### src/hdl/ejs_pkg.sv
// Shared codes, types and constants for the encoder jog setpoint block.
package ejs_pkg;

  localparam int CFG_IDX_W  = 3;
  localparam int CFG_DATA_W = 16;

  // Input command codes
  localparam logic [1:0] CMD_UPDATE   = 2'd0;
  localparam logic [1:0] CMD_START    = 2'd1;
  localparam logic [1:0] CMD_STOP     = 2'd2;
  localparam logic [1:0] CMD_OVERRIDE = 2'd3;

  // Result action codes
  localparam logic [1:0] ACT_TRACK = 2'd0;
  localparam logic [1:0] ACT_RUN   = 2'd1;
  localparam logic [1:0] ACT_STOP  = 2'd2;

  // Configuration register indexes
  localparam logic [CFG_IDX_W-1:0] REG_INTERVAL   = 3'd0;
  localparam logic [CFG_IDX_W-1:0] REG_INVERT     = 3'd1;
  localparam logic [CFG_IDX_W-1:0] REG_MED_COUNT  = 3'd2;
  localparam logic [CFG_IDX_W-1:0] REG_HIGH_COUNT = 3'd3;
  localparam logic [CFG_IDX_W-1:0] REG_MED_FACTOR = 3'd4;
  localparam logic [CFG_IDX_W-1:0] REG_HIGH_FACTOR = 3'd5;
  localparam logic [CFG_IDX_W-1:0] REG_SCALE      = 3'd6;
  localparam logic [CFG_IDX_W-1:0] REG_TRACKING   = 3'd7;

  // Q8.8 unity
  localparam logic [15:0] UNITY_FACTOR = 16'd256;

  // Datapath operations, one per cycle
  typedef enum logic [3:0] {
    OP_NONE,
    OP_LOAD,
    OP_START,
    OP_STOP,
    OP_OVERRIDE,
    OP_TIME,
    OP_TIER,
    OP_MUL1,
    OP_MUL2,
    OP_SUM,
    OP_SAT,
    OP_CLAMP,
    OP_EMIT,
    OP_EMIT_MOVE
  } dp_op_t;

  typedef struct packed {
    dp_op_t op;
  } ctl_cmd_t;

  typedef struct packed {
    logic [1:0] cmd;
    logic       active;
    logic       early;
    logic       read_ok;
    logic       delta_zero;
    logic       out_free;
  } dp_stat_t;

endpackage

### src/hdl/ejs_ctrl.sv
// Sequencer for the encoder jog setpoint block.
module ejs_ctrl (
  input  logic              clk,
  input  logic              rst_n,
  input  logic              in_valid,
  output logic              in_ready,
  input  ejs_pkg::dp_stat_t stat,
  output ejs_pkg::ctl_cmd_t ctl
);
  import ejs_pkg::*;

  typedef enum logic [3:0] {
    S_IDLE,
    S_DECIDE,
    S_TIER,
    S_MUL1,
    S_MUL2,
    S_SUM,
    S_SAT,
    S_CLAMP,
    S_EMIT,
    S_EMIT_MOVE
  } state_t;

  state_t state_r, state_nxt;

  assign in_ready = (state_r == S_IDLE);

  always_comb begin
    state_nxt = state_r;
    ctl.op    = OP_NONE;
    unique case (state_r)
      S_IDLE: begin
        if (in_valid) begin
          ctl.op    = OP_LOAD;
          state_nxt = S_DECIDE;
        end
      end
      S_DECIDE: begin
        state_nxt = S_IDLE;
        unique case (stat.cmd)
          CMD_START: ctl.op = OP_START;
          CMD_STOP: begin
            if (stat.active) begin
              ctl.op    = OP_STOP;
              state_nxt = S_EMIT;
            end
          end
          CMD_OVERRIDE: begin
            ctl.op = OP_OVERRIDE;
            if (stat.active) state_nxt = S_EMIT;
          end
          CMD_UPDATE: begin
            if (stat.active && !stat.early) begin
              ctl.op = OP_TIME;
              if (stat.read_ok && !stat.delta_zero) state_nxt = S_TIER;
            end
          end
          default: state_nxt = S_IDLE;
        endcase
      end
      S_TIER: begin
        ctl.op    = OP_TIER;
        state_nxt = S_MUL1;
      end
      S_MUL1: begin
        ctl.op    = OP_MUL1;
        state_nxt = S_MUL2;
      end
      S_MUL2: begin
        ctl.op    = OP_MUL2;
        state_nxt = S_SUM;
      end
      S_SUM: begin
        ctl.op    = OP_SUM;
        state_nxt = S_SAT;
      end
      S_SAT: begin
        ctl.op    = OP_SAT;
        state_nxt = S_CLAMP;
      end
      S_CLAMP: begin
        ctl.op    = OP_CLAMP;
        state_nxt = S_EMIT_MOVE;
      end
      S_EMIT: begin
        if (stat.out_free) begin
          ctl.op    = OP_EMIT;
          state_nxt = S_IDLE;
        end
      end
      S_EMIT_MOVE: begin
        if (stat.out_free) begin
          ctl.op    = OP_EMIT_MOVE;
          state_nxt = S_IDLE;
        end
      end
      default: state_nxt = S_IDLE;
    endcase
  end

  always_ff @(posedge clk) begin
    if (!rst_n) begin
      state_r <= S_IDLE;
    end else begin
      state_r <= state_nxt;
    end
  end

endmodule

### src/hdl/ejs_dp.sv
// Datapath for the encoder jog setpoint block: config, state, multiplies, clamp, output register.
module ejs_dp (
  input  logic                              clk,
  input  logic                              rst_n,
  input  ejs_pkg::ctl_cmd_t                 ctl,
  output ejs_pkg::dp_stat_t                 stat,
  input  logic [1:0]                        in_cmd,
  input  logic signed [15:0]                in_encoder_count,
  input  logic                              in_read_ok,
  input  logic [31:0]                       in_now_ms,
  input  logic signed [31:0]                in_position,
  input  logic                              in_axis_referenced,
  input  logic signed [31:0]                in_limit_minus,
  input  logic signed [31:0]                in_limit_plus,
  output logic                              out_valid,
  input  logic                              out_ready,
  output logic [1:0]                        out_action,
  output logic signed [31:0]                out_target,
  input  logic                              cfg_we,
  input  logic [ejs_pkg::CFG_IDX_W-1:0]     cfg_index,
  input  logic [ejs_pkg::CFG_DATA_W-1:0]    cfg_data
);
  import ejs_pkg::*;

  // Configuration
  logic [15:0] interval_r;
  logic        invert_r;
  logic [14:0] med_cnt_r, high_cnt_r;
  logic [15:0] med_fac_r, high_fac_r, scale_r;
  logic        track_r;

  // Architectural state
  logic               active_r;
  logic signed [31:0] setpoint_r;
  logic [15:0]        prev_count_r;
  logic [31:0]        prev_ms_r;

  // Latched item
  logic [1:0]         cmd_r;
  logic [15:0]        cnt_r;
  logic               rok_r;
  logic [31:0]        now_r;
  logic signed [31:0] pos_r;
  logic               refd_r;
  logic signed [31:0] limm_r, limp_r;

  // Working registers
  logic [15:0]        cnt_eff_r;
  logic signed [15:0] delta_r;
  logic [15:0]        fac_r;
  logic signed [31:0] p1_r;
  logic [31:0]        pl_r;
  logic signed [32:0] ph_r;
  logic signed [49:0] sum_r;
  logic signed [31:0] next_r;
  logic signed [31:0] res_r;
  logic [1:0]         res_act_r;

  // Output register
  logic               out_valid_r;
  logic [1:0]         out_action_r;
  logic signed [31:0] out_target_r;

  // Decide-cycle logic
  logic [15:0] cnt_eff_w, delta_w;
  logic [31:0] elapsed_w;
  assign cnt_eff_w = invert_r ? 16'(16'd0 - cnt_r) : cnt_r;
  assign delta_w   = cnt_eff_w - prev_count_r;
  assign elapsed_w = now_r - prev_ms_r;

  // Tier selection
  logic [16:0] mag_w;
  logic [15:0] fac_w;
  assign mag_w = delta_r[15] ? 17'(17'd0 - {delta_r[15], delta_r}) : {1'b0, delta_r};
  always_comb begin
    priority if (mag_w >= {2'b00, high_cnt_r}) fac_w = high_fac_r;
    else if (mag_w >= {2'b00, med_cnt_r})      fac_w = med_fac_r;
    else                                       fac_w = UNITY_FACTOR;
  end

  // First multiply: delta * count_scale, fits 32 bits signed
  logic signed [16:0] d17, s17;
  logic signed [32:0] p1_w;
  assign d17  = {delta_r[15], delta_r};
  assign s17  = {1'b0, scale_r};
  assign p1_w = d17 * s17;

  // Second multiply split into 16-bit halves of p1
  logic [15:0]        p1_lo;
  logic signed [16:0] p1_hi, f17;
  logic [31:0]        pl_w;
  logic signed [32:0] ph_w;
  assign p1_lo = p1_r[15:0];
  assign p1_hi = {p1_r[31], p1_r[31:16]};
  assign f17   = {1'b0, fac_r};
  assign pl_w  = p1_lo * fac_r;
  assign ph_w  = p1_hi * f17;

  // Setpoint plus product
  logic signed [49:0] sum_w;
  assign sum_w = {ph_r[32], ph_r, 16'd0} + {18'd0, pl_r} + {{18{setpoint_r[31]}}, setpoint_r};

  // Saturation to 32 bits
  logic               fits_w;
  logic signed [31:0] sat_w;
  assign fits_w = (sum_r[49:31] == '0) || (sum_r[49:31] == '1);
  always_comb begin
    priority if (fits_w) sat_w = sum_r[31:0];
    else if (sum_r[49])  sat_w = 32'sh8000_0000;
    else                 sat_w = 32'sh7FFF_FFFF;
  end

  // Soft limit clamp
  logic signed [31:0] lo_w, clamp_w;
  assign lo_w    = (next_r < limm_r) ? limm_r : next_r;
  assign clamp_w = (lo_w > limp_r) ? limp_r : lo_w;

  assign stat.cmd        = cmd_r;
  assign stat.active     = active_r;
  assign stat.early      = elapsed_w < {16'd0, interval_r};
  assign stat.read_ok    = rok_r;
  assign stat.delta_zero = (delta_w == 16'd0);
  assign stat.out_free   = !out_valid_r || out_ready;

  assign out_valid  = out_valid_r;
  assign out_action = out_action_r;
  assign out_target = out_target_r;

  // Configuration writes
  always_ff @(posedge clk) begin
    if (!rst_n) begin
      interval_r <= 16'd10;
      invert_r   <= 1'b0;
      med_cnt_r  <= 15'h7FFF;
      high_cnt_r <= 15'h7FFF;
      med_fac_r  <= UNITY_FACTOR;
      high_fac_r <= UNITY_FACTOR;
      scale_r    <= UNITY_FACTOR;
      track_r    <= 1'b1;
    end else if (cfg_we) begin
      unique case (cfg_index)
        REG_INTERVAL:    interval_r <= cfg_data;
        REG_INVERT:      invert_r   <= cfg_data[0];
        REG_MED_COUNT:   med_cnt_r  <= cfg_data[14:0];
        REG_HIGH_COUNT:  high_cnt_r <= cfg_data[14:0];
        REG_MED_FACTOR:  med_fac_r  <= cfg_data;
        REG_HIGH_FACTOR: high_fac_r <= cfg_data;
        REG_SCALE:       scale_r    <= cfg_data;
        REG_TRACKING:    track_r    <= cfg_data[0];
        default: ;
      endcase
    end
  end

  // Architectural state and output valid
  always_ff @(posedge clk) begin
    if (!rst_n) begin
      active_r     <= 1'b0;
      setpoint_r   <= '0;
      prev_count_r <= '0;
      prev_ms_r    <= '0;
      out_valid_r  <= 1'b0;
    end else begin
      // a new result may replace one taken at the same edge
      if (ctl.op == OP_EMIT || ctl.op == OP_EMIT_MOVE) begin
        out_valid_r <= 1'b1;
      end else if (out_valid_r && out_ready) begin
        out_valid_r <= 1'b0;
      end
      unique case (ctl.op)
        OP_START: begin
          active_r     <= 1'b1;
          setpoint_r   <= pos_r;
          prev_count_r <= '0;
          prev_ms_r    <= now_r;
        end
        OP_STOP:     active_r   <= 1'b0;
        OP_OVERRIDE: setpoint_r <= pos_r;
        OP_TIME:     prev_ms_r  <= now_r;
        OP_EMIT_MOVE: begin
          setpoint_r   <= res_r;
          prev_count_r <= cnt_eff_r;
        end
        default: ;
      endcase
    end
  end

  // Payload registers
  always_ff @(posedge clk) begin
    unique case (ctl.op)
      OP_LOAD: begin
        cmd_r  <= in_cmd;
        cnt_r  <= in_encoder_count;
        rok_r  <= in_read_ok;
        now_r  <= in_now_ms;
        pos_r  <= in_position;
        refd_r <= in_axis_referenced;
        limm_r <= in_limit_minus;
        limp_r <= in_limit_plus;
      end
      OP_STOP: begin
        res_act_r <= ACT_STOP;
        res_r     <= '0;
      end
      OP_OVERRIDE: begin
        res_act_r <= ACT_TRACK;
        res_r     <= pos_r;
      end
      OP_TIME: begin
        cnt_eff_r <= cnt_eff_w;
        delta_r   <= delta_w;
      end
      OP_TIER: fac_r  <= fac_w;
      OP_MUL1: p1_r   <= p1_w[31:0];
      OP_MUL2: begin
        pl_r <= pl_w;
        ph_r <= ph_w;
      end
      OP_SUM:  sum_r  <= sum_w;
      OP_SAT:  next_r <= sat_w;
      OP_CLAMP: begin
        res_act_r <= track_r ? ACT_TRACK : ACT_RUN;
        res_r     <= refd_r ? clamp_w : next_r;
      end
      OP_EMIT, OP_EMIT_MOVE: begin
        out_action_r <= res_act_r;
        out_target_r <= res_r;
      end
      default: ;
    endcase
  end

endmodule

### src/hdl/encoder_jog_setpoint.sv
// Top level of the encoder jog setpoint block.
//
//  Channel   Ports                              Direction  Handshake
//  in        in_valid/in_ready, in_* fields     into block valid/ready
//  out       out_valid/out_ready, out_action,   from block valid/ready
//            out_target
//  cfg       cfg_we, cfg_index, cfg_data        into block write strobe
//
// Sequence: start, ignored commands and early or failed updates go through
// accept and decide only. Stop and override while active go on through emit
// into the output register. A move runs accept, decide, tier select, two multiply
// steps (the second split into 16-bit halves), add, saturate, clamp, emit.
// Reset: rst_n synchronous, active low; config returns to its defaults,
// the axis goes inactive with setpoint, previous count and time cleared.
// Stalls: one result item is held in the output register; a new item is
// taken while it waits, and the sequencer parks at emit only if a second
// result is ready before the first has been taken.
module encoder_jog_setpoint (
  input  logic                              clk,
  input  logic                              rst_n,
  input  logic                              in_valid,
  output logic                              in_ready,
  input  logic [1:0]                        in_cmd,
  input  logic signed [15:0]                in_encoder_count,
  input  logic                              in_read_ok,
  input  logic [31:0]                       in_now_ms,
  input  logic signed [31:0]                in_position,
  input  logic                              in_axis_referenced,
  input  logic signed [31:0]                in_limit_minus,
  input  logic signed [31:0]                in_limit_plus,
  output logic                              out_valid,
  input  logic                              out_ready,
  output logic [1:0]                        out_action,
  output logic signed [31:0]                out_target,
  input  logic                              cfg_we,
  input  logic [ejs_pkg::CFG_IDX_W-1:0]     cfg_index,
  input  logic [ejs_pkg::CFG_DATA_W-1:0]    cfg_data
);
  import ejs_pkg::*;

  ctl_cmd_t ctl;
  dp_stat_t stat;

  // Sequencer: one datapath operation per cycle
  ejs_ctrl u_ctrl (
    .clk      (clk),
    .rst_n    (rst_n),
    .in_valid (in_valid),
    .in_ready (in_ready),
    .stat     (stat),
    .ctl      (ctl)
  );

  // Datapath: config, jog state, Q16.16 arithmetic, result register
  ejs_dp u_dp (
    .clk                (clk),
    .rst_n              (rst_n),
    .ctl                (ctl),
    .stat               (stat),
    .in_cmd             (in_cmd),
    .in_encoder_count   (in_encoder_count),
    .in_read_ok         (in_read_ok),
    .in_now_ms          (in_now_ms),
    .in_position        (in_position),
    .in_axis_referenced (in_axis_referenced),
    .in_limit_minus     (in_limit_minus),
    .in_limit_plus      (in_limit_plus),
    .out_valid          (out_valid),
    .out_ready          (out_ready),
    .out_action         (out_action),
    .out_target         (out_target),
    .cfg_we             (cfg_we),
    .cfg_index          (cfg_index),
    .cfg_data           (cfg_data)
  );

endmodule
### config.mk
export PLATFORM = sky130hd
export DESIGN_NAME = encoder_jog_setpoint
export DESIGN_NICKNAME = d
export VERILOG_FILES = /design/src/hdl/ejs_pkg.sv /design/src/hdl/ejs_ctrl.sv /design/src/hdl/ejs_dp.sv /design/src/hdl/encoder_jog_setpoint.sv
export SDC_FILE = /design/constraint.sdc
export NUM_CORES = 2
export LEC_CHECK = 0
export CORE_UTILIZATION = 60
export CTS_CLUSTER_DIAMETER = 60
export CTS_CLUSTER_SIZE = 8
export DETAILED_ROUTE_END_ITERATION = 8
export DONT_BUFFER_PORTS = 1
export GPL_TIMING_DRIVEN = 0
export PLACE_DENSITY_LB_ADDON = 0.15
export SYNTH_ARGS = -nofsm -noshare
export SYNTH_HDL_FRONTEND = slang
export SYNTH_SLANG_ARGS = --single-unit
### constraint.sdc
create_clock -name clk -period 18.45 [get_ports clk]
set_input_delay 1.845 -clock clk [delete_from_list [all_inputs] [get_ports clk]]
set_output_delay 1.845 -clock clk [all_outputs]
set_load 0.05 [all_outputs]
; ---- Word level (Yosys, flattened, before mapping)
; Cells that the tools add are included.
[word_totals]
word_cells = 147
input_bits = 172
latchBits = 0
output_inout_bits = 36
mem_bits_ro = 0
register_bits = 625
mem_count = 0
ramBits = 0
[classes]
muxes = 31
magnitude_cmp = 5
multipliers = 3
shifts = 0
div = 0
reduce_logical = 33
n_eq_ne = 35
n_bitwise = 0
add_sub_neg = 6
[ops]
columns = op, n
row1 = $mux W32, 5
row2 = $pmux W32 S3, 1
row3 = $pmux W32 S2, 1
row4 = $add A49 B33 Y50, 1
row5 = $add A50 B50 Y50, 1
row6 = $mux W16, 3
row7 = $pmux W4 S10, 1
row8 = $pmux W4 S9, 1
row9 = $ge A17 B15 Y1, 2
row10 = $mul A16 B17 Y33, 1
row11 = $eq A4 B3 Y1 const B, 8
row12 = $eq A4 B4 Y1 const B, 8
row13 = $gt A32 B32 Y1, 1
row14 = $lt A32 B16 Y1, 1
row15 = $lt A32 B32 Y1, 1
row16 = $mul A16 B16 Y32, 1
row17 = $mul A16 B17 Y32, 1
row18 = $pmux W16 S2, 1
row19 = $sub A32 B32 Y32, 1
row20 = $mux W4, 6
row21 = $eq A19 B19 Y1 const B, 1
row22 = $logic_not A19 Y1, 1
row23 = $reduce_and A2 Y1, 9
row24 = $mux W17, 1
row25 = other kinds (29), 55

; ---- Logic depth before layout (Yosys ltp)
[logic_depth]
word_depth = 10
mapped_depth = 28
depth_no_buf = 25

; ---- By module
; From an unflattened synthesis, not the netlist that was laid out.
[unflattened]
cells_unflattened = 5787
area_unflattened_um2 = 57237.4
[modules_own_cells]
columns = mod, cells_each, area_per_inst_um2, seq_area_each_um2, n_inst
row1 = ejs_dp, 5741, 56840.8, 16866.2, 1
row2 = ejs_ctrl, 46, 396.6, 80.1, 1

; ---- Worst setup path after synthesis
; OpenSTA, ideal clock, no wires.
[synth_path]
kind = reg2reg
from = register u_dp.now_r[2]
to = register u_ctrl.state_r[1]
setup_time_ps = 76
setup_slack_ps = 11379
t_required_ps = 18374
arrival_time_ps = 6995
period_less_slack_ps = 7071
n_path_buf = 0
path_stages_with_launch = 20
path_cell_list = edfxtp_1 > ha_1 > nor2b_1 > o31a_1 > o211a_1 > o21ai_0 > nand2b_1 > a221o_1 > a21oi_1 > xnor2_1 > ha_1 > a21o_1 > a21oi_1 > o21ai_0 > a211oi_1 > nand4_1 > nor4_1 > a41oi_1 > nor4b_1 > a32o_1
[synth_via]
elab_chain_len = 7
[synth_lines]
columns = item, line_no
row1 = start: declaration, ejs_dp.sv:42  ; logic [31:0] now_r;
row2 = start signal: assignment, ejs_dp.sv:196  ; now_r <= in_now_ms;
row3 = $sub A32 B32 Y32, ejs_dp.sv:69  ; assign elapsed_w = now_r - prev_ms_r;
row4 = $lt A32 B16 Y1, ejs_dp.sv:120  ; assign stat.early = elapsed_w < {16'd0, interval_r};
row5 = $logic_not A1 Y1, ejs_ctrl.sv:54  ; if (stat.active && !stat.early) begin
row6 = $logic_and A1 B1 Y1, ejs_ctrl.sv:54
row7 = $mux W4, ejs_ctrl.sv:54
row8 = $pmux W4 S2, ejs_ctrl.sv:41  ; unique case (stat.cmd)
row9 = $pmux W4 S9, ejs_ctrl.sv:32  ; unique case (state_r)
row10 = end signal: assignment, ejs_ctrl.sv:106  ; state_r <= state_nxt;
row11 = end: declaration, ejs_ctrl.sv:25  ; state_t state_r, state_nxt;
; No other way between the ends.
; A chain may end at the register's enable or synchronous reset.

; ---- Final worst setup path
[layout_path]
from = register u_dp.p1_r[9]
to = register u_dp.pl_r[31] (data pin)
[layout_via]
elab_chain_len = 1
[layout_lines]
columns = item, line_no
row1 = start: declaration, ejs_dp.sv:51  ; logic signed [31:0] p1_r;
row2 = start signal: assignment, ejs_dp.sv:215  ; OP_MUL1: p1_r <= p1_w[31:0];
row3 = $mul A16 B16 Y32, ejs_dp.sv:96  ; assign pl_w = p1_lo * fac_r;
row4 = named net u_dp.pl_w[31], ejs_dp.sv:91  ; logic [31:0] pl_w;
row5 = end signal: assignment, ejs_dp.sv:217  ; pl_r <= pl_w;
row6 = end: declaration, ejs_dp.sv:52  ; logic [31:0] pl_r;
; The timed path passes the listed nets, and every way through them passes these cells.

==> run summary <==
The flow ran to the end, and the final reports show no timing, DRC or antenna violations. The finished cells cover 0.06089 mm^2. The source-to-sink clock delay at the later pin of the worst-skew pair is 660 ps.

The number of global-route vias before repair was 42040; the TritonCTS sink count was 625. Detailed-route vias per instance: 5.785. Clock transition at the registers of the reported paths: 50 ps.

At the pin with the least slew margin, the transition time is 1310 ps. The net count of the finished layout is 7108. Dividing the final minimum period by the clock period gives 45.22%.

Setup repair after global routing left no endpoint under its margin. Top-level I/O count: 208. At the worst endpoint, the arrival time is 8690 ps. The largest individual stage delay along the critical path comes from the cell edfxtp_1.

The detailed router finished its first iteration with 3321 violations. For this run, design rule violations remaining after detail routing come to 0. The number of routed nets with antenna violations is 0, and the global routing usage summed across all routing layers is 32.07%.

The global-route wire length before repair was 232900 um. Adding up every negative setup slack in the final design gives 0 ps. The first detailed-routing pass ran for 6 iterations. In the final routed layout, each cell accounts on average for 21.11 um.

The die outline area came out at 0.09497 mm^2. The worst setup path is launched from a register. The logs give 4 for the number of antenna violations at the first check in global routing and 0 for the setup fix buffers added after clock tree synthesis. The placed instances occupy a cell area of 0.05815 mm^2. The total buffers and inverters traversed by the critical path is 6. In this design, the largest share of critical-path delay is due to adder cells.

The number of buffers created by CTS came out at 92. The tools report the total of endpoints with negative setup slack in the final report as 0. In this design, the critical path's most frequently occurring cell is fa_1.

Portion of the post-synthesis area used by sequential elements: 30.13%. The tools report the kind of end point of the critical path as a register. Input and output buffers added on the ports amount to 0. Count of warnings emitted by yosys: 0.

The area of the mapped netlist is 0.05624 mm^2. The number of slew-limit violations in the final report is 0, and the number of filler instances in the final layout is 7433. The clock passes through at most 3 buffers. Across the run, the number of max-cap violations was 0. Quantity of hold-fixing buffers added after cts: 0. The final route contains 40920 vias. The total count of hold-check failures in the final report is 0, and the final period demand of the worst path is 8343 ps. STA puts the critical path data required time at 18800 ps.

The fraction of registers with async set or reset after synthesis is 0%. Once the clock tree was built, the resizer swapped 0 gates to a different size. In the synthesized netlist the dominant register cell turns out to be edfxtp_1. The area growth from synthesis to layout was 8.253%; the cell count after synthesis was 5640. The wire-length estimate of the detail-placed layout is 118700 um. The cell area power density was 59.34 mW/mm^2; the worst clock skew was 35.78 ps. The critical path is of the reg2reg type.

After synthesis the netlist holds a flip-flop and latch count of 625. The logs give 0 for the total global routing overflow and 60.99% for the effective utilization at floorplan. The final weighted congestion in routability-driven placement was 0.9630. The total nets after synthesis was 6993; the maximum fanout along the worst path was 10. The tools report the detailed-route wire length as 149300 um. The fraction of layout instances using a drive strength above 1 came out at 2.780%.

The critical path goes through clkbuf_1 > nand2_1 > fa_1 > inv_1 > fa_1 > inv_1 > fa_1 > fa_1 > inv_1 > fa_1 > inv_1 > fa_1 > inv_1 > ha_1 > a21oi_1 > o211ai_1 > a21oi_1 > a22oi_1 > a21oi_1 > a21oi_1 > a2111oi_0 > o21bai_1 > a21oi_1 > xnor2_1. Measured against its own limit, the worst slew margin works out to 11.52%. The floorplan step set the die width to 308.2 um.

The count of unique library cells instantiated by Yosys is 77, and the number of H-tree levels is 3. For this design the static power due to leakage is 0.02750 uW. The cell at the root of the clock tree is clkbuf_16.

The number of synthesized flops with an enable pin came out at 443. The number of rows in the core area is 111, and the maximum number of pins on one net before global-route repair is 75. In this run the standard cell core region covers 0.09222 mm^2. The overall die height is 308.2 um, and the worst ir drop on vdd is 0.00008958 V.

The worst min-delay path category was reg2reg. TritonCTS built the clock tree. Hold timing on the final database bottoms out at a slack of 417.8 ps. For this run, the top clock speed supported by timing is 119.9 MHz. The most common cell after layout, fill and taps aside was inv_1.

On the worst path, the slowest cell contributes a delay of 720 ps. A synthesized cell averages 9.972 um^2. In the layout the commonest cells are 931 x inv_1, 780 x nand2_1, 601 x fa_1, 580 x ha_1, 443 x edfxtp_1.
[per-layer routing]
layer  track usage, %  part of all wire [%]  up-vias
met5                0                0.0087        -
met2            54.26                    48     1580
li1                 -                     -    18780
met4            14.43                   4.8        2
met1            40.37                    40    20210
met3            5.270                   7.1      354
[cells in the mapped netlist (all sizes together) (65+ instances only)]
cell type	instances	area share, %
edfxtp	443	24
nor2	160	1.1
inv	933	6.2
mux2i	70	1.2
xnor2	147	2.3
clkbuf	214	1.4
dfxtp	182	6.5
a21oi	233	2.1
nand2b	65	0.72
fa	601	21
o21ai	132	1.2
and2	307	3.4
ha	580	13
a21o	134	1.8
nand2	780	5.2
[worst register-to-register path: cells and delay by family (launching register included)]
family / cells / cell delay, ps
flip-flops: 1 / 720
XOR/XNOR: 1 / 290
AO/OA/AOI/OAI: 9 / 2580
AND/OR/NAND/NOR: 1 / 170
buffers and inverters: 6 / 920
adder cells (fa/ha/maj): 7 / 3360
[per-stage QoR]
stage	setup WS [ps]	std cells	power, uW	utilization (%)
after global routing	9866	7071	3747	66.02
after floorplan	11380	5640	1932	-
after detailed placement	10340	6904	2054	63.05
final	10110	7074	3613	66.02
after CTS	10310	7070	3627	66.01
after global placement	8584	6883	2047	62.68
[final cells by class]
type | count | area (um^2) | share of cell area [%]
antenna | 4 | 10.01 | 0.01644
buffer | 232 | 910.9 | 1.496
clock buffer | 154 | 2576 | 4.231
clock inverter | 12 | 151.4 | 0.2487
inverter | 934 | 3506 | 5.758
multi-input combinational | 3849 | 34940 | 57.39
sequential | 625 | 16950 | 27.83
tap | 1243 | 1555 | 2.554
timing repair buffer | 21 | 285.3 | 0.4685
[power breakdown]
part | internal [uW] | leakage, uW | total, uW | switching [uW]
clock network | 949 | 0.00130 | 1570 | 626
logic | 183 | 0.0206 | 453 | 271
registers | 1550 | 0.00563 | 1580 | 33.6
total | 2680 | 0.0275 | 3610 | 931
[final timing paths]
check	to	slack, ps	cells past startpoint	from
worst max-delay path	u_dp.pl_r[31]	10110	24	u_dp.p1_r[9]
worst min-delay path	u_dp.out_action[0]	420	0	u_dp.res_act_r[0]
worst max register to register	u_dp.pl_r[31]	10110	24	u_dp.p1_r[9]
worst min register to register	u_dp.out_action[0]	420	0	u_dp.res_act_r[0]
[logic make-up (layout without fill, tap and decap cells)]
| family | Yosys count | count (layout) | share of synthesized area (%) |
|---|---|---|---|
| AND/OR/NAND/NOR | 1521 | 1521 | 12.62 |
| XOR/XNOR | 196 | 196 | 3.052 |
| flip-flops | 625 | 625 | 30.13 |
| adder cells (fa/ha/maj) | 1181 | 1181 | 34.29 |
| AO/OA/AOI/OAI | 849 | 849 | 10.16 |
| other | 0 | 4 | 0 |
| buffers and inverters | 1166 | 1353 | 7.853 |
| multiplexers | 102 | 102 | 1.886 |
[sequential cells by signal (all words and copies together), names as in the netlist, 15 cells and up]
register	cells
u_dp.prev_ms_r	32
u_dp.high_fac_r	16
u_dp.setpoint_r	32
u_dp.ph_r	33
u_dp.cnt_r	16
u_dp.limp_r	32
u_dp.med_cnt_r	15
u_dp.cnt_eff_r	16
u_dp.pl_r	32
u_dp.p1_r	32
u_dp.next_r	32
u_dp.scale_r	16
u_dp.fac_r	16
u_dp.high_cnt_r	15
u_dp.interval_r	16
u_dp.out_target	32
u_dp.now_r	32
u_dp.sum_r	50
u_dp.prev_count_r	16
u_dp.pos_r	32
u_dp.res_r	32
u_dp.delta_r	16
u_dp.limm_r	32
u_dp.med_fac_r	16
Note: power is estimated with default switching activity, not from simulation.
